===== src/design/sdiv_pkg.sv =====
// Shared types for the signed non-restoring divider.
// Transaction structs for both channels and the tag that rides the cell chain.
// No dependencies.
`timescale 1ns / 1ps

package sdiv_pkg;

  localparam int unsigned FIELD_W = 32;

  typedef struct packed {
    logic signed [FIELD_W-1:0] dividend_in;
    logic signed [FIELD_W-1:0] divisor_in;
  } sdiv_in_t;

  typedef struct packed {
    logic signed [FIELD_W-1:0] quotient;
    logic signed [FIELD_W-1:0] remainder;
    logic                      div_by_zero;
    logic                      overflow;
  } sdiv_out_t;

  // Control that travels beside the data through every stage.
  typedef struct packed {
    logic valid;
    logic a_neg;
    logic q_neg;
    logic dz;
    logic ov;
  } sdiv_tag_t;

endpackage


===== src/design/sdiv_post.sv =====
// Final restoring add, sign fixup and output register of the divider.
// Depends on sdiv_pkg for the tag and result transaction types.
`timescale 1ns / 1ps

module sdiv_post
  import sdiv_pkg::*;
#(
  parameter int unsigned WIDTH = 32
) (
  input  logic             clk_i,
  input  logic             rst_ni,
  input  sdiv_tag_t        tag_i,
  input  logic [WIDTH:0]   acc_i,
  input  logic [WIDTH-1:0] quo_i,
  input  logic [WIDTH-1:0] dvs_i,
  output logic             done_o,
  output sdiv_out_t        out_o
);

  logic [WIDTH:0]         rst_acc;
  logic [WIDTH-1:0]       rem_q;
  logic [WIDTH-1:0]       quo_q;
  sdiv_tag_t              tag_q;
  logic [WIDTH-1:0]       quo_fix, rem_fix;
  logic [WIDTH+FIELD_W-1:0] quo_ext, rem_ext;
  logic                   done_q;
  sdiv_out_t              out_d, out_q;

  // Restore a negative remainder.
  assign rst_acc = acc_i[WIDTH] ? (acc_i + {1'b0, dvs_i}) : acc_i;

  always_ff @(posedge clk_i or negedge rst_ni) begin
    if (!rst_ni) begin
      tag_q  <= '0;
      done_q <= 1'b0;
    end else begin
      tag_q  <= tag_i;
      done_q <= tag_q.valid;
    end
  end

  always_ff @(posedge clk_i) begin
    rem_q <= rst_acc[WIDTH-1:0];
    quo_q <= quo_i;
    out_q <= out_d;
  end

  always_comb begin
    if (tag_q.dz) begin
      quo_fix = '1;
    end else if (tag_q.q_neg) begin
      quo_fix = '0 - quo_q;
    end else begin
      quo_fix = quo_q;
    end
    // Divide by zero leaves the dividend magnitude here; the sign fix restores it.
    rem_fix = tag_q.a_neg ? ('0 - rem_q) : rem_q;
    quo_ext = {{FIELD_W{quo_fix[WIDTH-1]}}, quo_fix};
    rem_ext = {{FIELD_W{rem_fix[WIDTH-1]}}, rem_fix};
    out_d.quotient    = quo_ext[FIELD_W-1:0];
    out_d.remainder   = rem_ext[FIELD_W-1:0];
    out_d.div_by_zero = tag_q.dz;
    out_d.overflow    = tag_q.ov;
  end

  assign done_o = done_q;
  assign out_o  = out_q;

endmodule


===== config.mk =====
export PLATFORM = sky130hd
export DESIGN_NAME = sdiv_post
export DESIGN_NICKNAME = d
export VERILOG_FILES = /design/src/design/sdiv_pkg.sv /design/src/design/sdiv_post.sv
export SDC_FILE = /design/constraint.sdc
export NUM_CORES = 1
export LEC_CHECK = 0
export BUFFER_PORTS_ARGS = -buffer_cell sky130_fd_sc_hd__buf_4
export CELL_PAD_IN_SITES_DETAIL_PLACEMENT = 0
export CELL_PAD_IN_SITES_GLOBAL_PLACEMENT = 2
export CORE_MARGIN = 5
export CORE_UTILIZATION = 33
export CTS_BUF_LIST = sky130_fd_sc_hd__clkbuf_2 sky130_fd_sc_hd__clkbuf_4 sky130_fd_sc_hd__clkbuf_8
export DETAILED_ROUTE_END_ITERATION = 10
export PLACE_DENSITY = 0.83
export SYNTH_ARGS = -nofsm -noshare
export SYNTH_HDL_FRONTEND = slang
export SYNTH_SLANG_ARGS = --single-unit

===== constraint.sdc =====
create_clock -name clk_i -period 3.6 [get_ports clk_i]
set_input_delay 0 -clock clk_i [delete_from_list [all_inputs] [get_ports clk_i]]
set_output_delay 0 -clock clk_i [all_outputs]
set_load 0.005 [all_outputs]

==> flow_summary.ini, run 1 <==
[clocking]
post_cts_buffers = 0
cts.sinks = 136
clkLatencyLatePin_ns = 0.44
cts_buffer_depth = 2
h-tree-depth = 4
cts-buffers-inserted = 17
cts_tree = built
cts_root_buf = clkbuf_8
path_clk_slew_ns = 0.07

[floorplanning]
start_util = 0.336
ios = 171
die_area_mm2 = 0.0213
core_area_mm2 = 0.0181
chipWidth_um = 146
die_y_um = 146
rows = 49

[detailed_routing]
drt-initial-drc-count = 171
wl_per_cell_um = 14.1
firstDrtPassIters = 6
antenna_left = 0
drt_wl_total_um = 15600
post-route-drc-count = 0
via_per_inst = 4.74
num_vias = 5231

[global_routing]
busiest_layer = met2
grtUsageMet3 = 0.0480
grt_use_met2 = 0.242
grt_usage = 0.149
grt_pass1_vias = 5294
antenna_found_initial = 0
grt_max_degree = 44
use_met1 = 0.188
overflow = 0
grt_pass1_wl_um = 26100

[timing]
tightest_slew_ns = 1.13
setup-violations-final = 0
worst_slew_margin_rel = 0.248
timing.hold.ws_ns = 0.0482
timing.final.crit_share = 0.946
fmax_mhz = 294
hold_viol = 0
fin_crit_ns = 3.40
worst_clock_skew_ns = 0.00936
layout_setup_ws_ns = 0.195
slew_viol_final = 0

[power_and_ir_drop]
power_density_mw_per_mm2 = 469
p_leak_nw = 3.81
ir_drop_v = 0.000179
power.total_w = 0.00414

[layout]
finish.instance_area_mm2 = 0.00882
final_common_cell = buf_4
drive_gt1_frac = 0.285
area_growth_pct = 45.0
mostFrequentLayoutCells = buf_4, dfxtp_1, dlygate4sd3_1
fin_cells = 1104
diodes = 0
final_nets = 1000

[logic_synthesis]
yosysWarnings = 0
synth_area_leaders = dfxtp_1, xnor2_1, ha_1
synth_top_area_frac = 0.428
ys_seq_area_frac = 0.452
yosys.area.top_type = dfxtp_1
syn_area_mm2 = 0.00608
syn_inst = 618
synthArstFlopShare = 0.0441
avgSynthCellArea_um2 = 9.85
ys.flop_type = dfxtp_1
synth_edf_count = 0
syn_nets = 756
yosysUniqueCellTypes = 60
ys_seq_elements = 136

[worst_setup_path]
worstPathMaxFanout = 4
end_kind = register
r2r_end = out_o[64]
cp.required_ns = 3.92
crit_type = primary input to register
r2r_cells = 8
crit_arrival_ns = 3.73
regToRegStartpoint = quo_q[6]
start_kind = primary input
rrSetupSlack_ns = 0.76

[worst_hold_path]
hold_path_class = primary input to register
hold_depth = 4
whs_endpoint = rem_q[3]
hp-start = dvs_i[3]

[placement]
pre_cts_slack_ns = 0.568
dp_hpwl_um = 12100
placed_area_mm2 = 0.00757
port_buffers = 170
place.gp.congestion = 0.866
dp_cells = 997

[job]
drv_cap = 0

[outcome]
status = finished, final reports clean
report_power, final:
part           switching (W)  internal [W]
clock network       0.000561      0.000889
logic               0.000359      0.000507
registers           0.000127       0.00169
total                0.00105       0.00309
stage by stage:
stage / util / setup TNS, ns
after floorplan: - / 0
after global placement: 0.419 / 0
after global routing: 0.488 / -0.00599
final: 0.488 / 0
after CTS: 0.486 / 0
after detailed placement: 0.419 / 0
synth_stat cells (all sizes together) (6+ instances only):
cell type and n:
a211oi 7, mux2 24, dfrtp 6, o31ai 21
clkbuf 20, inv 16, or3 15, xor2 25
and3 7, ha 33, dfxtp 130, o21ai 43
xnor2 55, a21o 13, a21oi 34, or4 6
nand2 66, nor2 27
cell type report:
type | count | area, um^2
repair buffers | 245 | 2030
clock buffers | 21 | 283
well taps | 229 | 287
multi-input cells | 446 | 3220
inverters | 16 | 60.1
clock inverters | 11 | 193
fillers | 1666 | 9270
flip-flops and latches | 136 | 2750
flip-flops by register name, indices dropped and copies added, names as in the netlist:
name    cells
done_o      1
out_d       2
out_o      66
quo_q      32
rem_q      32
tag_q       3
kinds of logic (layout without fill, tap and decap cells):
group / count (synthesis) / after routing / share of synthesized area
buffers and inverters: 36 / 293 / 0.0222
flip-flops: 136 / 136 / 0.452
multiplexers: 25 / 25 / 0.0461
AND/OR/NAND/NOR: 151 / 151 / 0.122
XOR/XNOR: 80 / 80 / 0.115
adder cells (fa/ha/maj): 34 / 34 / 0.0712
AO/OA/AOI/OAI: 156 / 156 / 0.171
per-layer routing:
layer / vias to the layer above / routed length [um]
met5: - / 0
met4: 0 / 226
met3: 18 / 948
met2: 154 / 7300
met1: 2380 / 7140
li1: 2679 / -
worst max-delay path: stages:
cell and delay (ns):
dlygate4sd3_1 0.54, buf_4 0.14, ha_1 0.23, fa_2 0.39, a211oi_2 0.25, o21ba_2 0.19, o21ai_1 0.14, a221o_1 0.37
nand2_2 0.11, o2111ai_1 0.16, a311oi_2 0.36, o21a_1 0.15, o221ai_1 0.11, dlygate4sd3_1 0.57
how the worst max path moves through the flow:
stage	from	end	slack, ns
detailed placement	acc_i[0]	rem_q[28]	0.57
floorplan	acc_i[0]	rem_q[28]	0.87
CTS	acc_i[0]	rem_q[30]	0.03
global placement	acc_i[0]	rem_q[28]	0.59
finish	acc_i[0]	rem_q[30]	0.20
global route	acc_i[0]	rem_q[30]	-0.006
what timing repair did:
| action | 4_1_cts | 5_1_grt |
|---|---|---|
| setup endpoints to repair | 0 | 2 |
| endpoints found under the hold margin | 75 | 0 |
| gates resized for setup | 0 | 5 |
| hold buffers | 75 | 0 |
Power figures use the tool's default switching activity.
==> inputs of run 2 (changes only) <==
ABC_AREA = 1   (was default)
CORE_UTILIZATION = 30   (was 33)
PLACE_DENSITY = 0.82   (was 0.83)
SLEW_MARGIN = 30   (was default)
==> flow_summary.ini, run 2 <==
[layout]
diodes = 0
mostFrequentLayoutCells = nand2_1, buf_4, inv_1
area_growth_pct = 39.9
fin_util = 0.425
final_nets = 1504
drive_gt1_frac = 0.169
final_common_cell = nand2_1
finish.instance_area_mm2 = 0.0103
fin_cells = 1703
largest_register_ffs = 66

[clocking]
path_clk_slew_ns = 0.08
post_cts_resize_count = 0
h-tree-depth = 4
cts_buffer_depth = 2
cts.sinks = 136
cts-buffers-inserted = 17
cts_root_buf = clkbuf_8
clkLatencyLatePin_ns = 0.45
cts_tree = built

[detailed_routing]
wl_per_cell_um = 14.0
firstDrtPassIters = 4
drt_wl_total_um = 23800
num_vias = 7460
via_per_inst = 4.38
antenna_left = 0
drt-initial-drc-count = 346
post-route-drc-count = 0

[timing]
rsz0062_at_grt = no
fin_crit_ns = 2.47
worst_slew_margin_rel = 0.515
timing.final.crit_share = 0.687
hold_viol = 0
layout_setup_ws_ns = 1.13
tns_ns = 0
worst_clock_skew_ns = 0.0117
fmax_mhz = 404
tightest_slew_ns = 0.727
setup-violations-final = 0
slew_viol_final = 0

[global_routing]
grt_max_degree = 45
grt_usage = 0.172
overflow = 0
antenna_found_initial = 0
grt_use_met2 = 0.290
busiest_layer = met2
grt_pass1_wl_um = 38700
grtUsageMet3 = 0.0289
use_met1 = 0.225
grt_pass1_vias = 7474

[power_and_ir_drop]
pwr-share-clk = 0.311
power_switching_w = 0.00126
p_leak_nw = 5.26
power.internal_w = 0.00283
power_frac_comb = 0.256
sw_frac_of_total = 0.308
seqPwrFrac = 0.433
power_density_mw_per_mm2 = 397
ir_drop_v = 0.000157

[floorplanning]
die_area_mm2 = 0.0278
start_util = 0.304
chipWidth_um = 167
rows = 57
ios = 171
core_area_mm2 = 0.0242
die_y_um = 167

[placement]
dp_hpwl_um = 19500
pre_cts_slack_ns = 1.67
place.gp.congestion = 0.839
placed_area_mm2 = 0.00901
dp_cells = 1581
port_buffers = 170

[worst_setup_path]
path_cells = dlygate4sd3_1, buf_4, ha_1, fa_1, nand3_1, nand3_1, nand3_1, nand3_1, nand2_1, nand3_1, nand3_1, nand2_1, dlygate4sd3_1
end_kind = register
cp.required_ns = 3.94
slowest_delay_ns = 0.54
path_buf_inv = 3
start_kind = primary input
crit_type = primary input to register
slowest_stage = dlygate4sd3_1
critPathMostFrequentCell = nand3_1
path_delay_family = buffers and inverters
crit_arrival_ns = 2.81
worstPathMaxFanout = 5

[logic_synthesis]
yosysUniqueCellTypes = 38
yosys.area.top_type = dfxtp_1
ys_seq_area_frac = 0.373
yosysWarnings = 0
synth_top_area_frac = 0.353
syn_inst = 1101
yosysMostFrequentCell = nand2_1
avgSynthCellArea_um2 = 6.70
synth_edf_count = 0
syn_area_mm2 = 0.00737
synth_area_leaders = dfxtp_1, nand2_1, inv_1
ys.flop_type = dfxtp_1
synthArstFlopShare = 0.0441
netlist_top_cells_count = nand2_1, inv_1, dfxtp_1
ys_seq_elements = 136
syn_nets = 1239

[worst_hold_path]
hold_path_class = primary input to register

[job]
drv_cap = 0

[outcome]
status = finished, final reports clean
## run 2: final timing paths
check                      startpoint        end  slack [ns]  depth (start not counted)
max                          acc_i[0]  rem_q[28]        1.13                         13
min                         acc_i[32]   rem_q[2]        0.03                          5
max reg2reg                  tag_q[2]  out_o[47]        1.67                          6
min reg2reg                  rem_q[0]   out_o[2]        0.36                          0
max in group asynchronous      rst_ni   tag_q[2]        2.90                          3
min in group asynchronous      rst_ni   tag_q[3]        0.48                          3
## run 2: tightest hold or removal path, cell delays in order
cell      delay (ns)
buf_4           0.20
clkinv_1        0.09
a21oi_1         0.04
o21ai_0         0.06
nand2_1         0.05
## run 2: layout make-up
class	instances	area [um^2]
Tap cell	324	405
Multi-Input combinational cell	779	3920
Clock buffer	19	262
Timing Repair Buffer	263	2200
Fill cell	2621	13900
Sequential cell	136	2750
Clock inverter	13	144
Inverter	169	634
## run 2: per-layer routing
metal | up-vias | share of wire
li1 | 3976 | -
met1 | 3283 | 0.47
met2 | 170 | 0.47
met3 | 31 | 0.040
met4 | 0 | 0.024
met5 | - | 0
## run 2: power groups by stage
stage | sequential (W) | combinational, W | clock, W
final | 0.00177 | 0.00105 | 0.00127
after global routing | 0.00179 | 0.00118 | 0.00138
after CTS | 0.00177 | 0.00106 | 0.00132
after detailed placement | 0.00181 | 0.000958 | 0
after global placement | 0.00181 | 0.000960 | 0
after floorplan | 0.00179 | 0.000523 | 0
## run 2: timing repair
action | CTS | global route
hold endpoints to repair | 75 | 0
hold buffers | 90 | 0
buffers inserted | 0 | 0
## run 2: kinds of logic (layout without fill, tap and decap cells)
kind of cell	after synthesis	after routing	share of synthesized area
simple gates	599	599	0.340
compound gates	99	99	0.0765
xor+xnor	47	47	0.0558
flops	136	136	0.373
fa+ha+maj	34	34	0.0587
buf+inv	186	464	0.0952
## run 2: per-stage QoR
| step | hold slack, ns | total power (W) |
|---|---|---|
| 2_1_floorplan | -0.296 | 0.00231 |
| 3_3_place_gp | -0.190 | 0.00277 |
| 3_5_place_dp | -0.189 | 0.00277 |
| 4_1_cts | 0.0125 | 0.00415 |
| 5_1_grt | 0.0581 | 0.00435 |
| 6_report | 0.0331 | 0.00409 |
==> inputs of run 3 (changes only) <==
clock period = 2.32 ns   (was 3.6 ns; I/O delays follow)
==> flow_summary.ini, run 3 (synthesized netlist as in run 2, its figures left out) <==
[global_routing]
grt_pass1_wl_um = 38500
grt_usage = 0.172
overflow = 0
grt_max_degree = 30
antenna_found_initial = 0
grt_pass1_vias = 7438

[layout]
fin_util = 0.427
largest_register_ffs = 66
finish.instance_area_mm2 = 0.0104
final_nets = 1498
final_common_cell = nand2_1
drive_gt1_frac = 0.196
area_growth_pct = 40.5
diodes = 0
mostFrequentLayoutCells = nand2_1, buf_4, inv_1

[power_and_ir_drop]
power_density_mw_per_mm2 = 609
sw_frac_of_total = 0.324
power_switching_w = 0.00205
power_frac_comb = 0.259
power.internal_w = 0.00427
seqPwrFrac = 0.435
p_leak_nw = 5.23
ir_drop_v = 0.000361
power.total_w = 0.00631
pwr-share-clk = 0.306

[worst_setup_path]
path_cells = dlygate4sd3_1, buf_4, ha_1, fa_2, nand3_1, nand3_2, nand2_1, nand4_1, nand3_1, nand2_1, dlygate4sd3_1
cp.required_ns = 2.66
slowest_delay_ns = 0.56
worstPathMaxFanout = 5
path_buf_inv = 3
crit_arrival_ns = 2.53
start_kind = primary input
slowest_stage = dlygate4sd3_1
r2r_end = out_o[52]
path_delay_family = buffers and inverters
regToRegStartpoint = quo_q[0]
crit_type = primary input to register
rrSetupSlack_ns = 0.60
r2r_cells = 9
end_kind = register

[detailed_routing]
via_per_inst = 4.39
firstDrtPassIters = 5
drt-initial-drc-count = 320
drt_wl_total_um = 23600
num_vias = 7456
post-route-drc-count = 0
antenna_left = 0
wl_per_cell_um = 13.9

[worst_hold_path]
hold_depth = 4
hp-start = dvs_i[4]
whs_endpoint = rem_q[4]
hold_path_class = primary input to register

[clocking]
cts_tree = built
cts_buffer_depth = 2
cts-buffers-inserted = 17
h-tree-depth = 4
clkLatencyLatePin_ns = 0.46
cts.sinks = 136
path_clk_slew_ns = 0.08
cts_root_buf = clkbuf_8

[timing]
hold_viol = 0
fmax_mhz = 456
setup-violations-final = 0
slew_viol_final = 0
worst_slew_margin_rel = 0.627
fin_crit_ns = 2.19
tns_ns = 0
tightest_slew_ns = 0.560
timing.hold.ws_ns = 0.00564
worst_clock_skew_ns = 0.0133
timing.final.crit_share = 0.945

[floorplanning]
ios = 171
core_area_mm2 = 0.0242
die_area_mm2 = 0.0278
die_y_um = 167
chipWidth_um = 167
rows = 57
start_util = 0.304

[placement]
port_buffers = 170
place.gp.congestion = 0.840
dp_hpwl_um = 19400
placed_area_mm2 = 0.00902

[outcome]
status = finished, final reports clean

[job]
drv_cap = 0
## run 3: changes by cell type in the layout (fill, tap and decap cells not counted), sizes merged, moves of 2 or more
cell,change
clkinvlp,-3
inv,+5
clkbuf,-2
dlygate4sd3,-8
buf,+2
## run 3: per-stage QoR
step	worst slack [ns]	std cells
finish	0.128	1697
global route	-0.0124	1697
CTS	0.0295	1697
detailed placement	0.457	1583
global placement	0.444	1583
floorplan	0.866	1101
## run 3: power groups by stage
stage / clock, W / combinational, W / sequential (W)
after detailed placement: 0 / 0.00149 / 0.00280
after global routing: 0.00209 / 0.00184 / 0.00278
after floorplan: 0 / 0.000812 / 0.00278
after global placement: 0 / 0.00149 / 0.00280
final: 0.00193 / 0.00163 / 0.00275
after CTS: 0.00199 / 0.00162 / 0.00275
## run 3: routing by layer
| metal | up-vias | routed length (um) | track usage |
|---|---|---|---|
| met3 | 15 | 1010 | 0.0287 |
| met1 | 3303 | 10800 | 0.222 |
| met4 | 0 | 237 | 0.0395 |
| met5 | - | 0 | 0 |
| met2 | 170 | 11500 | 0.300 |
| li1 | 3968 | - | - |
## run 3: cell type report
class                           count  area, um^2
Multi-Input combinational cell    779        4040
Timing Repair Buffer              257        2130
Inverter                          169         634
Clock buffer                       17         234
Clock inverter                     15         158
Sequential cell                   136        2750
Tap cell                          324         405
Fill cell                        2611       13900
## run 3: worst reg2reg max path, cell delays in order (launching register included)
cell and delay, ns:
dfxtp_1 0.33, inv_1 0.08, ha_1 0.25, nand3_2 0.17, nor2_4 0.17, nand2_2 0.10, o21ai_4 0.19, o21ai_1 0.12
a21oi_1 0.13, o21ai_1 0.08
## run 3: timing repair
action / 4_1_cts / 5_1_grt
hold buffers: 82 / 0
endpoints found under the hold margin: 75 / 0
gates resized for setup: 0 / 38
setup buffers: 0 / 0
endpoints found under the setup margin: 0 / 7
## run 3: worst max path at each step
| stage | slack [ns] | depth (start not counted) | startpoint | endpoint |
|---|---|---|---|---|
| after floorplan | 0.87 | 9 | quo_q[0] | out_o[52] |
| after global placement | 0.44 | 9 | acc_i[0] | rem_q[8] |
| after detailed placement | 0.46 | 9 | acc_i[0] | rem_q[8] |
| after CTS | 0.03 | 11 | acc_i[0] | rem_q[26] |
| after global routing | -0.01 | 13 | acc_i[7] | rem_q[26] |
| final | 0.13 | 11 | acc_i[0] | rem_q[26] |
