===== config.mk =====
export PLATFORM = sky130hd
export DESIGN_NAME = sdiv_cell
export DESIGN_NICKNAME = d
export VERILOG_FILES = /design/src/design/sdiv_pkg.sv /design/src/design/sdiv_cell.sv
export SDC_FILE = /design/constraint.sdc
export NUM_CORES = 1
export LEC_CHECK = 0
export ABC_AREA = 1
export BUFFER_PORTS_ARGS = -buffer_cell sky130_fd_sc_hd__buf_2
export CORE_MARGIN = 2
export CORE_UTILIZATION = 49
export CTS_CLUSTER_DIAMETER = 50
export DETAILED_ROUTE_END_ITERATION = 12
export PLACE_DENSITY = 0.8
export SLEW_MARGIN = 30
export SYNTH_ARGS = -nofsm -noshare
export SYNTH_HDL_FRONTEND = slang
export SYNTH_SLANG_ARGS = --single-unit

===== constraint.sdc =====
create_clock -name clk_i -period 0.8 [get_ports clk_i]
set_input_delay 0.12 -clock clk_i [delete_from_list [all_inputs] [get_ports clk_i]]
set_output_delay 0.12 -clock clk_i [all_outputs]
set_load 0.05 [all_outputs]

===== src/design/sdiv_pkg.sv =====
// Shared types for the signed non-restoring divider.
// Transaction structs for both channels and the tag that rides the cell chain.
// No dependencies.
`timescale 1ns / 1ps

package sdiv_pkg;

  localparam int unsigned FIELD_W = 32;

  typedef struct packed {
    logic signed [FIELD_W-1:0] dividend_in;
    logic signed [FIELD_W-1:0] divisor_in;
  } sdiv_in_t;

  typedef struct packed {
    logic signed [FIELD_W-1:0] quotient;
    logic signed [FIELD_W-1:0] remainder;
    logic                      div_by_zero;
    logic                      overflow;
  } sdiv_out_t;

  // Control that travels beside the data through every stage.
  typedef struct packed {
    logic valid;
    logic a_neg;
    logic q_neg;
    logic dz;
    logic ov;
  } sdiv_tag_t;

endpackage


===== src/design/sdiv_cell.sv =====
// One non-restoring division step: shift, then add or subtract the divisor.
// Depends on sdiv_pkg for the stage tag.
`timescale 1ns / 1ps

module sdiv_cell
  import sdiv_pkg::*;
#(
  parameter int unsigned WIDTH = 32
) (
  input  logic             clk_i,
  input  logic             rst_ni,
  input  sdiv_tag_t        tag_i,
  input  logic [WIDTH:0]   acc_i,
  input  logic [WIDTH-1:0] quo_i,
  input  logic [WIDTH-1:0] dvs_i,
  output sdiv_tag_t        tag_o,
  output logic [WIDTH:0]   acc_o,
  output logic [WIDTH-1:0] quo_o,
  output logic [WIDTH-1:0] dvs_o
);

  logic [WIDTH:0]   acc_sh;
  logic [WIDTH:0]   acc_d, acc_q;
  logic [WIDTH-1:0] quo_d, quo_q;
  logic [WIDTH-1:0] dvs_q;
  sdiv_tag_t        tag_q;

  always_comb begin
    acc_sh = {acc_i[WIDTH-1:0], quo_i[WIDTH-1]};
    // Accumulator sign picks the operation.
    if (acc_i[WIDTH]) begin
      acc_d = acc_sh + {1'b0, dvs_i};
    end else begin
      acc_d = acc_sh - {1'b0, dvs_i};
    end
    quo_d = {quo_i[WIDTH-2:0], ~acc_d[WIDTH]};
  end

  always_ff @(posedge clk_i or negedge rst_ni) begin
    if (!rst_ni) begin
      tag_q <= '0;
    end else begin
      tag_q <= tag_i;
    end
  end

  always_ff @(posedge clk_i) begin
    acc_q <= acc_d;
    quo_q <= quo_d;
    dvs_q <= dvs_i;
  end

  assign tag_o = tag_q;
  assign acc_o = acc_q;
  assign quo_o = quo_q;
  assign dvs_o = dvs_q;

endmodule


==> out/qor.csv, run 1 <==
stage;metric;value;unit
place;placedCellCount;1212;
floorplan;chipHeight;108;µm
place;place_hpwl;12900;µm
yosys;synth_edf_count;0;
global_routing;grt_max_degree;17;
status;outcome;aborted with a tool error;
floorplan;start_util;49.8;%
yosys;synth_top_area_share;36.3;%
status;haltStage;global routing;
place;gp_congestion;0.979;
yosys;synthArstFlopShare;4.90;%
yosys;synth_area_leader_cell;dfxtp_1;
yosys;synth_area;5350;µm²
yosys;synth_flop_cell;dfxtp_1;
timing;worst_endpoint;acc_o[27]$_DFF_P_/D;
cts;cts_sinks;102;
cts;cts_root_buffer;clkbuf_8;
yosys;synthCells;761;
cts;ctsLongestPathBuffers;2;
floorplan;fp.dieW;108;µm
floorplan;pin_count;206;
cts;cts.htree.levels;3;
yosys;synth_seq_cells;102;
yosys;synthTopCellsByArea;dfxtp_1 36%, nand2_1 19%, inv_1 8.1%;
floorplan;rows;38;
yosys;yosysUniqueCellTypes;35;
yosys;yosysWarningCount;0;
status;tool.error;[ERROR DPL-0038] Utilization greater than 100%, impossible to legalize;
timing;worst-ep-kind;register data pin;
yosys;ys_seq_area_share;38.6;%
place;portBuffers;205;
cts;cts-buffers-inserted;9;
yosys;avgSynthCellArea;7.03;µm²
yosys;syn_nets;900;
cell families after synthesis:
group	synth area share (%)
buf+inv	8.91
compound gates	4.54
fa+ha+maj	8.33
flops	38.6
simple gates	32.4
xor+xnor	7.20
cells in the mapped netlist, types with 4 or more instances:
library cell  count
dfrtp_1           5
xor2_1           31
nor3_1            8
nor2_2           11
dfxtp_1          97
nand2_1         270
o21ai_0           5
nor2_1           61
o21bai_1          4
nand4_1           5
nand3_1          39
ha_1             34
nand2_2          10
inv_2             4
xnor2_1          13
a21oi_1          24
inv_1           115
through the flow:
step                      setup slack (ns)  hold slack [ns]  area, µm²  utilization, %  setup TNS [ns]
after detailed placement             -1.69          -0.0541       7440            69.2          -48.63
after global placement               -1.63          -0.0620       7440            69.2          -47.22
after floorplan                      -1.28           -0.176       5450               -          -35.41
after CTS                            -1.18          -0.0575       9800            91.2          -52.64
timing repair:
item / in CTS
setup endpoints to repair: 135
gates resized for setup: 452
hold buffers: 67
pin swaps: 37
hold endpoints to repair: 72
setup buffers: 17
==> run 2: changes to the inputs <==
Settings changed: CORE_UTILIZATION 49 to 40, CTS_CLUSTER_DIAMETER 50 to default, PLACE_DENSITY 0.8 to default, PLACE_DENSITY_LB_ADDON from default to 0.15.
==> out/qor.csv, run 2 <==
stage;metric;value;unit;change
critical_path;slowest_delay;0.35;ns;
global_routing;top_usage_layer;met2;;
finish;final_cells;1356;;
place;placedCellCount;1249;;+3.1%
global_routing;antenna_found_initial;2;;
timing;drv_slew;0;;
floorplan;chipHeight;120;µm;+10%
finish;design_area;10600;µm²;
timing;worst_pin_slew;0.334;ns;
global_routing;met1_usage;30.2;%;
floorplan;fp.dieW;120;µm;+10%
route;drc;0;;
pwr;seq_power_share;30.3;%;
global_routing;grt_first_pass_wirelength;28800;µm;
global_routing;overflow;0;;
pwr;p_sw_share;40.2;%;
floorplan;rows;42;;+11%
cts;ctsLongestPathBuffers;2;;unchanged
cts;cts-buffers-inserted;9;;unchanged
critical_path;crit_family;simple AND/OR/NAND/NOR gates;;
global_routing;grtUsageTotal;25.6;%;
yosys;synth_flop_cell;dfxtp_1;;
yosys;synthCells;761;;unchanged
route;drtIter0Drc;328;;
critical_path;path_cells;buf_2 > nor2_4 > nand2_2 > nor3_4 > buf_6 > nor2_1 > xor2_1 > ha_1 > nand2_2 > inv_2 > nand2_2 > nand2_2 > a21oi_2 > nand2_4 > nand2_2 > nand2_1 > nand2_1 > nand2_1;;
yosys;synth_seq_cells;102;;unchanged
finish;final_common_cell;nand2_1;;
yosys;synth_area;5350;µm²;unchanged
finish;layout.cells.most_common_list;197 x nand2_1, 132 x buf_4, 100 x inv_1;;
yosys;synth_top_area_share;36.3;%;unchanged
place;portBuffers;205;;unchanged
place;gp_congestion;0.897;;-8.4%
timing;rsz0062_at_grt;yes;;
cts;ctsHoldBuffers;60;;-10%
timing;period_share;265;%;
yosys;yosysWarningCount;0;;unchanged
route;vias;6250;;
critical_path;critPathMaxFanout;6;;
critical_path;cp.required;1.05;ns;
global_routing;grt_pass1_vias;6004;;
route;postRouteAntennaNets;0;;
floorplan;start_util;40.7;%;-9.1 points
pwr;ir_drop;0.00155;V;
yosys;avgSynthCellArea;7.03;µm²;unchanged
place;place_area;7500;µm²;+0.87%
place;place_hpwl;13000;µm;+0.61%
critical_path;cpMostUsedCell;nand2_2;;
route;wire_per_inst;14.8;µm;
route;via_per_inst;4.61;;
floorplan;core_area;13100;µm²;
status;violations;negative hold slack, negative setup slack;;
yosys;synth_edf_count;0;;unchanged
pwr;p_int;12.6;mW;
critical_path;start_kind;input port;;
finish;finalNetCount;1313;;
timing;max_freq;472;MHz;
timing;timing.final.ws_setup;-1.32;ns;
critical_path;cp.arrival;2.37;ns;
critical_path;crit_slowest_cell;ha_1;;
critical_path;worst_setup_path_end_kind;flip-flop;;
global_routing;grt_use_met3;6.08;%;
cts;cts_sinks;102;;unchanged
pwr;power.density;1980;nW/µm²;
timing;hold_slack;-0.0171;ns;
timing;report.final.hold_viol_count;1;;
run;cap_violations;0;;
cts;cts_tree;done;;
finish;largest_reg_flops;33;;
hold_path;min_path_type;in2reg;;
global_routing;gr-usage-met2;46.2;%;
timing;setup_viol;135;;
yosys;syn_nets;900;;unchanged
cts;clkTransAtPathRegs;0.07;ns;
timing;slew_headroom;77.6;%;
yosys;synthArstFlopShare;4.90;%;unchanged
status;outcome;complete, but fails checks;;
pwr;p_clk_share;20.2;%;
critical_path;worstSetupPathType;in2reg;;
cts;cts.htree.levels;3;;unchanged
global_routing;grt_max_degree;20;;
floorplan;design.die.area;14300;µm²;
finish;area_growth;98.2;%;
pwr;p_comb_share;49.6;%;
finish;final_layout_size_suffix_gt1_share;57.3;%;
route;finalWirelength;20000;µm;
timing;fin_crit;2.12;ns;
pwr;p_switching;8.45;mW;
yosys;ys_seq_area_share;38.6;%;unchanged
yosys;synthTopCellsByCount;270 x nand2_1, 115 x inv_1, 97 x dfxtp_1;;
cts;cts_root_buffer;clkbuf_16;;
yosys;synth_area_leader_cell;dfxtp_1;;
route;firstDrtPassIters;5;;
pwr;leakage;5.39;nW;
yosys;yosysUniqueCellTypes;35;;unchanged
critical_path;worst-path-buf-inv;3;;
yosys;synthTopCellsByArea;dfxtp_1 36%, nand2_1 19%, inv_1 8.1%;;
floorplan;pin_count;206;;unchanged
yosys;synth_most_common_cell;nand2_1;;
## run 2: cells by family after synthesis
kind of cell    share of synthesized area, %
compound gates                          4.54
xor+xnor                                7.20
fa+ha+maj                               8.33
buf+inv                                 8.91
flops                                   38.6
simple gates                            32.4
## run 2: path summary, 6_finish.rpt
kind                            from        end  slack, ns  depth (start not counted)
worst max-delay path        dvs_i[5]  acc_o[24]      -1.32                         18
worst min-delay path       quo_i[31]   acc_o[0]      -0.02                          2
max in group asynchronous     rst_ni   tag_o[0]       0.56                          2
min in group asynchronous     rst_ni   tag_o[2]       0.11                          2
## run 2: layout make-up
class / instances / area (µm²)
Antenna cell: 1 / 2.50
Fill cell: 821 / 2530
Sequential cell: 102 / 2190
Inverter: 120 / 470
Clock buffer: 10 / 229
Clock inverter: 6 / 53.8
Multi-Input combinational cell: 535 / 3780
Timing Repair Buffer: 406 / 3660
Tap cell: 176 / 220
## run 2: what timing repair did
item,in CTS,in global routing
setup buffers,10,21
gates resized for setup,428,172
endpoints found under the setup margin,135,135
hold endpoints to repair,65,1
pin swaps,35,74
## run 2: layer usage
layer  vias to the layer above  wire [µm]
li1                       3149          -
met1                      2858       8090
met2                       208      10500
met3                        33       1110
met4                         2        360
met5                         -         10
## run 2: power by group through the flow
stage / clock network [mW] / logic, mW / registers [mW]
final: 4.24 / 10.4 / 6.37
after global routing: 4.53 / 11.0 / 6.42
after CTS: 4.27 / 9.13 / 6.33
after detailed placement: 0 / 7.34 / 6.06
after global placement: 0 / 7.30 / 6.04
after floorplan: 0 / 2.43 / 8.53
## run 2: per-stage QoR
step | setup WS (ns) | power [mW] | hold slack (ns) | TNS (ns) | util, %
after floorplan | -1.28 | 11.0 | -0.176 | -35.41 | -
final | -1.32 | 21.0 | -0.0171 | -52.02 | 80.7
after global placement | -1.69 | 13.3 | -0.0637 | -48.15 | 57.1
after detailed placement | -1.71 | 13.4 | -0.0602 | -48.93 | 57.1
after CTS | -1.22 | 19.7 | -0.0251 | -49.33 | 74.1
after global routing | -1.46 | 22.0 | -0.0194 | -57.49 | 80.7
No activity file was read; power rests on OpenSTA's default activity.
==> run 3: changes to the inputs <==
Clock period 0.8 ns to 2 ns, I/O delays scaled along.
==> out/qor.csv, run 3 (same netlist as run 2, synthesis figures left out) <==
stage;metric;value;unit;change
status;outcome;complete, but fails checks;;
status;violations;negative setup slack;;
timing;max_freq;439;MHz;
global_routing;grt_first_pass_wirelength;25600;µm;-11%
timing;slew_headroom;74.3;%;-3.3 points
floorplan;design.die.area;14300;µm²;unchanged
floorplan;rows;42;;unchanged
finish;final_layout_size_suffix_gt1_share;56.9;%;-0.31 points
pwr;p_comb_share;48.1;%;-1.5 points
route;via_per_inst;4.60;;-0.18%
pwr;p_total;7.75;mW;-63%
pwr;seq_power_share;30.6;%;+0.3 points
critical_path;crit_path_start;dvs_i[4];;
route;vias;5981;;-4.3%
timing;rsz0062_at_grt;yes;;
timing;hold_slack;0.0397;ns;+0.0568 ns
critical_path;cp.arrival;2.52;ns;+0.15 ns
global_routing;overflow;0;;unchanged
floorplan;start_util;40.7;%;unchanged
critical_path;crit_slowest_cell;ha_4;;
timing;worst_pin_slew;0.383;ns;+0.0486 ns
pwr;p_clk_share;21.3;%;+1.1 points
critical_path;cp.required;2.24;ns;+1.19 ns
floorplan;chipHeight;120;µm;unchanged
timing;fin_setup_tns;-4.85;ns;+47.16 ns
cts;cts_sinks;102;;unchanged
pwr;power.density;829;nW/µm²;-58%
global_routing;antenna_found_initial;0;;-2
route;drtIter0Drc;209;;-36%
place;gp_congestion;0.884;;-1.5%
finish;finalNetCount;1258;;-4.2%
critical_path;critPathMaxFanout;4;;-2
critical_path;endpoint;acc_o[26];;
pwr;p_switching;3.27;mW;-61%
finish;nFillCells;1031;;+26%
run;cap_violations;0;;unchanged
route;wire_per_inst;13.5;µm;-8.5%
global_routing;grtUsageTotal;22.8;%;-2.8 points
timing;timing.final.ws_setup;-0.280;ns;+1.04 ns
pwr;p_sw_share;42.1;%;+2.0 points
finish;layout.cells.most_common_list;200 x buf_2, 158 x nand2_1, 135 x buf_4;;
route;firstDrtPassIters;5;;unchanged
pwr;ir_drop;0.000547;V;-65%
place;portBuffers;205;;unchanged
critical_path;path_cells;buf_8 > nor2_4 > nand2_2 > nor2_4 > nand2_4 > o21ai_4 > nand2_4 > xor2_4 > ha_4 > nand2_8 > nor2_4 > nand2_2 > nor2_1 > nand2_1 > nand4_1 > nand2_2;;
cts;cts_tree;done;;
finish;area_growth;74.8;%;
critical_path;worst_setup_path_end_kind;flip-flop;;
place;post-place-ws;-0.683;ns;+1.03 ns
global_routing;grt_max_degree;20;;unchanged
route;postRouteAntennaNets;0;;unchanged
global_routing;grt_pass1_vias;5526;;-8.0%
timing;report.final.hold_viol_count;0;;-1
cts;cts.htree.levels;3;;unchanged
route;drc;0;;unchanged
floorplan;pin_count;206;;unchanged
cts;cts_root_buffer;clkbuf_16;;
cts;ctsLongestPathBuffers;2;;unchanged
hold_path;min_path_type;in2reg;;
floorplan;fp.dieW;120;µm;unchanged
timing;period_share;114;%;
timing;fin_crit;2.28;ns;
cts;cts-buffers-inserted;9;;unchanged
cts;clkTransAtPathRegs;0.07;ns;about the same
finish;final_common_cell;buf_2;;
finish;utilization;71.2;%;-9.5 points
pwr;leakage;4.90;nW;-9.1%
place;place_hpwl;13000;µm;about the same
critical_path;start_kind;input port;;
timing;setup_viol;25;;-81%
finish;n_antenna_cell;0;;-1
critical_path;slowest_delay;0.35;ns;about the same
route;finalWirelength;17600;µm;-12%
floorplan;core_area;13100;µm²;unchanged
finish;largest_reg_flops;33;;unchanged
critical_path;worstSetupPathType;in2reg;;
pwr;p_int;4.49;mW;-64%
timing;drv_slew;0;;unchanged
-- run 3: cell count changes in the layout (fill, tap and decap cells not counted), moves of 39 or more --
cell           change
dfxtp_2           -97
buf_8             -66
dlygate4sd3_1     -59
dfxtp_1           +97
buf_2            +101
nand2_1           -39
-- run 3: critical path, delay by kind of cell --
family / cells / cell delay [ns]
buf+inv: 1 / 0.10
fa+ha+maj: 1 / 0.35
xor+xnor: 1 / 0.20
compound gates: 1 / 0.24
simple gates: 12 / 1.32
-- run 3: power groups by stage --
stage	Combinational, mW	Sequential (mW)	Clock (mW)
4_1_cts	3.29	2.38	1.71
3_3_place_gp	2.95	2.42	0
2_1_floorplan	0.961	3.41	0
6_report	3.73	2.37	1.65
5_1_grt	3.97	2.40	1.79
3_5_place_dp	2.96	2.42	0
-- run 3: worst min-delay path by stage --
| stage | startpoint | to | slack [ns] | depth (start not counted) |
|---|---|---|---|---|
| CTS | quo_i[22] | quo_o[23] | 0.03 | 1 |
| detailed placement | rst_ni | tag_o[2] | 0.12 | 1 |
| global placement | rst_ni | tag_o[2] | 0.12 | 1 |
| floorplan | rst_ni | tag_o[0] | 0.004 | 0 |
| finish | quo_i[11] | quo_o[12] | 0.04 | 1 |
| global route | quo_i[22] | quo_o[23] | 0.03 | 1 |
-- run 3: cell type report --
class	instances	area, µm²	share of cell area, %
clock buffer	10	229	2.45
clock inverter	6	53.8	0.575
inverter	120	473	5.06
multi-input combinational	535	4080	43.6
sequential	102	2070	22.1
tap	176	220	2.36
timing repair buffer	351	2230	23.8
-- run 3: metal layers --
| layer | wire length (µm) | up-vias | track usage (%) |
|---|---|---|---|
| li1 | - | 3049 | - |
| met2 | 9030 | 210 | 41.4 |
| met5 | 0 | - | 0 |
| met4 | 327 | 0 | 6.99 |
| met1 | 7130 | 2705 | 26.6 |
| met3 | 1090 | 17 | 5.28 |
-- run 3: stage by stage --
stage | std cells | cell area [µm²]
after floorplan | 761 | 5430
after global placement | 1252 | 7520
after detailed placement | 1252 | 7520
after CTS | 1285 | 8570
after global routing | 1300 | 9350
final | 1300 | 9350
-- run 3: repair_timing --
| item | 4_1_cts | 5_1_grt |
|---|---|---|
| gates resized for setup | 157 | 161 |
| pin swaps | 76 | 122 |
| hold buffers | 1 | 0 |
| setup buffers | 17 | 16 |
| hold endpoints to repair | 5 | 0 |
| endpoints found under the setup margin | 24 | 27 |
==> run 4: changes to the inputs <==
Settings changed: CELL_PAD_IN_SITES_DETAIL_PLACEMENT from default to 0, CELL_PAD_IN_SITES_GLOBAL_PLACEMENT from default to 1, CORE_UTILIZATION 40 to 34.
==> out/qor.csv, run 4 (same netlist as run 2, synthesis figures left out) <==
stage;metric;value;unit;change
route;via_per_inst;4.30;;-6.6%
cts;cts-buffers-inserted;9;;unchanged
finish;multi_input_area;3890;µm²;-4.5%
hold_path;hold_start;quo_i[11];;
route;wire_per_inst;12.6;µm;-7.1%
run;cap_violations;0;;unchanged
finish;final_layout_size_suffix_gt1_share;53.7;%;-3.3 points
pwr;leakage;4.87;nW;-0.56%
timing;slew_headroom;68.6;%;-5.7 points
floorplan;pin_count;206;;unchanged
hold_path;whs_path_depth;1;;unchanged
global_routing;grtUsageTotal;19.6;%;-3.3 points
timing;report.final.hold_viol_count;0;;unchanged
route;postRouteAntennaNets;0;;unchanged
floorplan;core_area;15300;µm²;+17%
finish;nFillCells;1464;;+42%
finish;utilization;59.8;%;-11 points
finish;finalNetCount;1254;;-0.32%
status;outcome;complete, but fails checks;;
status;violations;negative setup slack;;
cts;cts_tree;done;;
timing;max_freq;446;MHz;+1.6%
critical_path;worst-path-buf-inv;2;;+1
global_routing;antenna_found_initial;1;;+1
critical_path;cp.arrival;2.51;ns;about the same
timing;rsz0062_at_grt;yes;;
critical_path;cp.required;2.26;ns;+0.02 ns
route;finalWirelength;16700;µm;-4.8%
route;drc;0;;unchanged
cts;cts_sinks;102;;unchanged
critical_path;path_cells;buf_6 > nor2_4 > nand2_2 > nor3_4 > nor2_1 > xor2_1 > ha_2 > nand2_4 > inv_2 > nand2_2 > nand3_4 > a21oi_2 > nand2_2 > nand2_2 > nand2_1 > nand2_1 > nand2_1;;
floorplan;rows;45;;+7.1%
critical_path;critPathMaxFanout;4;;unchanged
hold_path;min_to;quo_o[12];;
cts;cts_root_buffer;clkbuf_16;;
critical_path;cpMostUsedCell;nand2_2;;
floorplan;start_util;34.9;%;-5.8 points
finish;layout.cells.most_common_list;198 x buf_2, 182 x nand2_1, 136 x buf_4;;
timing;period_share;112;%;-1.8 points
timing;hold_slack;0.0353;ns;-0.00443 ns
hold_path;min_path_type;in2reg;;
pwr;ir_drop;0.000571;V;+4.4%
route;drtIter0Drc;119;;-43%
timing;worst_pin_slew;0.466;ns;+0.0832 ns
place;place_hpwl;13300;µm;+2.6%
finish;largest_reg_flops;33;;unchanged
finish;design_area;9160;µm²;-2.0%
floorplan;chipHeight;129;µm;+8.2%
global_routing;grt_pass1_vias;5290;;-4.3%
finish;final_common_cell;buf_2;;
floorplan;fp.dieW;129;µm;+8.2%
timing;fin_setup_tns;-3.78;ns;+1.08 ns
cts;ctsLongestPathBuffers;2;;unchanged
timing;setup_viol;23;;-8.0%
critical_path;worstSetupPathType;in2reg;;
timing;fin_crit;2.24;ns;-0.0362 ns
global_routing;grt_max_degree;23;;+15%
global_routing;grt_first_pass_wirelength;25400;µm;-0.89%
critical_path;slowest_delay;0.38;ns;+0.03 ns
timing;drv_slew;0;;unchanged
critical_path;worst_setup_path_end_kind;flip-flop;;
place;gp_congestion;0.861;;-2.6%
timing;timing.final.ws_setup;-0.244;ns;+0.0362 ns
critical_path;crit_family;simple AND/OR/NAND/NOR gates;;
finish;area_growth;71.2;%;
cts;cts.htree.levels;3;;unchanged
global_routing;overflow;0;;unchanged
place;place_area;7520;µm²;about the same
floorplan;design.die.area;16800;µm²;+17%
critical_path;start_kind;input port;;
pwr;power.density;830;nW/µm²;+0.12%
critical_path;crit_slowest_cell;ha_2;;
route;firstDrtPassIters;4;;-1
finish;regArea;2070;µm²;unchanged
route;vias;5724;;-4.3%
cts;clkTransAtPathRegs;0.08;ns;about the same
place;portBuffers;205;;unchanged
-- run 4: cell types whose count changed in the layout (fill, tap and decap cells not counted), moves of 5 or more --
cell,previous run,this run
xnor2_2,10,4
nand2_2,96,74
nand3_1,30,24
ha_4,19,14
nand2_1,158,182
nand3_2,8,13
ha_1,12,17
xor2_1,19,25
-- run 4: repair_timing --
item	CTS	global route
hold buffers	1	0
setup endpoints to repair	24	26
setup buffers	20	12
endpoints found under the hold margin	5	0
pin swaps	52	102
gates resized for setup	111	164
-- run 4: layout make-up --
cell class              count  share of cell area [%]
multi-input cells         535                    42.5
repair buffers            347                    23.7
flip-flops and latches    102                    22.6
inverters                 120                    5.11
well taps                 211                    2.88
clock buffers               9                    2.46
clock inverters             7                   0.738
diodes                      1                  0.0273
-- run 4: worst max-delay path by stage --
stage	cells after the start	end	slack, ns	from
after global placement	16	acc_o[25]	-0.68	dvs_i[14]
final	17	acc_o[29]	-0.24	dvs_i[4]
after detailed placement	18	acc_o[31]	-0.71	dvs_i[1]
after CTS	20	acc_o[32]	-0.22	dvs_i[0]
after global routing	19	quo_o[0]	-0.34	dvs_i[6]
after floorplan	19	acc_o[32]	-0.26	dvs_i[1]
-- run 4: per-layer routing --
layer / global-route usage (%) / up-vias / wire length [µm]
li1: - / 3027 / -
met1: 25.2 / 2514 / 7530
met2: 32.4 / 162 / 7820
met3: 4.95 / 21 / 1090
met4: 5.82 / 0 / 289
met5: 0 / - / 0
-- run 4: through the flow --
step	setup slack (ns)	cells	power, mW
after floorplan	-0.264	761	4.37
after global placement	-0.684	1282	5.36
after detailed placement	-0.706	1282	5.36
after CTS	-0.216	1319	7.33
after global routing	-0.345	1331	8.06
final	-0.244	1332	7.60
-- run 4: report_power, final --
part / internal (mW) / leakage, nW / switching (mW) / total, mW
Sequential: 2.31 / 0.877 / 0.0586 / 2.37
Clock: 0.872 / 0.145 / 0.837 / 1.71
Combinational: 1.21 / 3.85 / 2.31 / 3.53
Total: 4.39 / 4.87 / 3.21 / 7.60
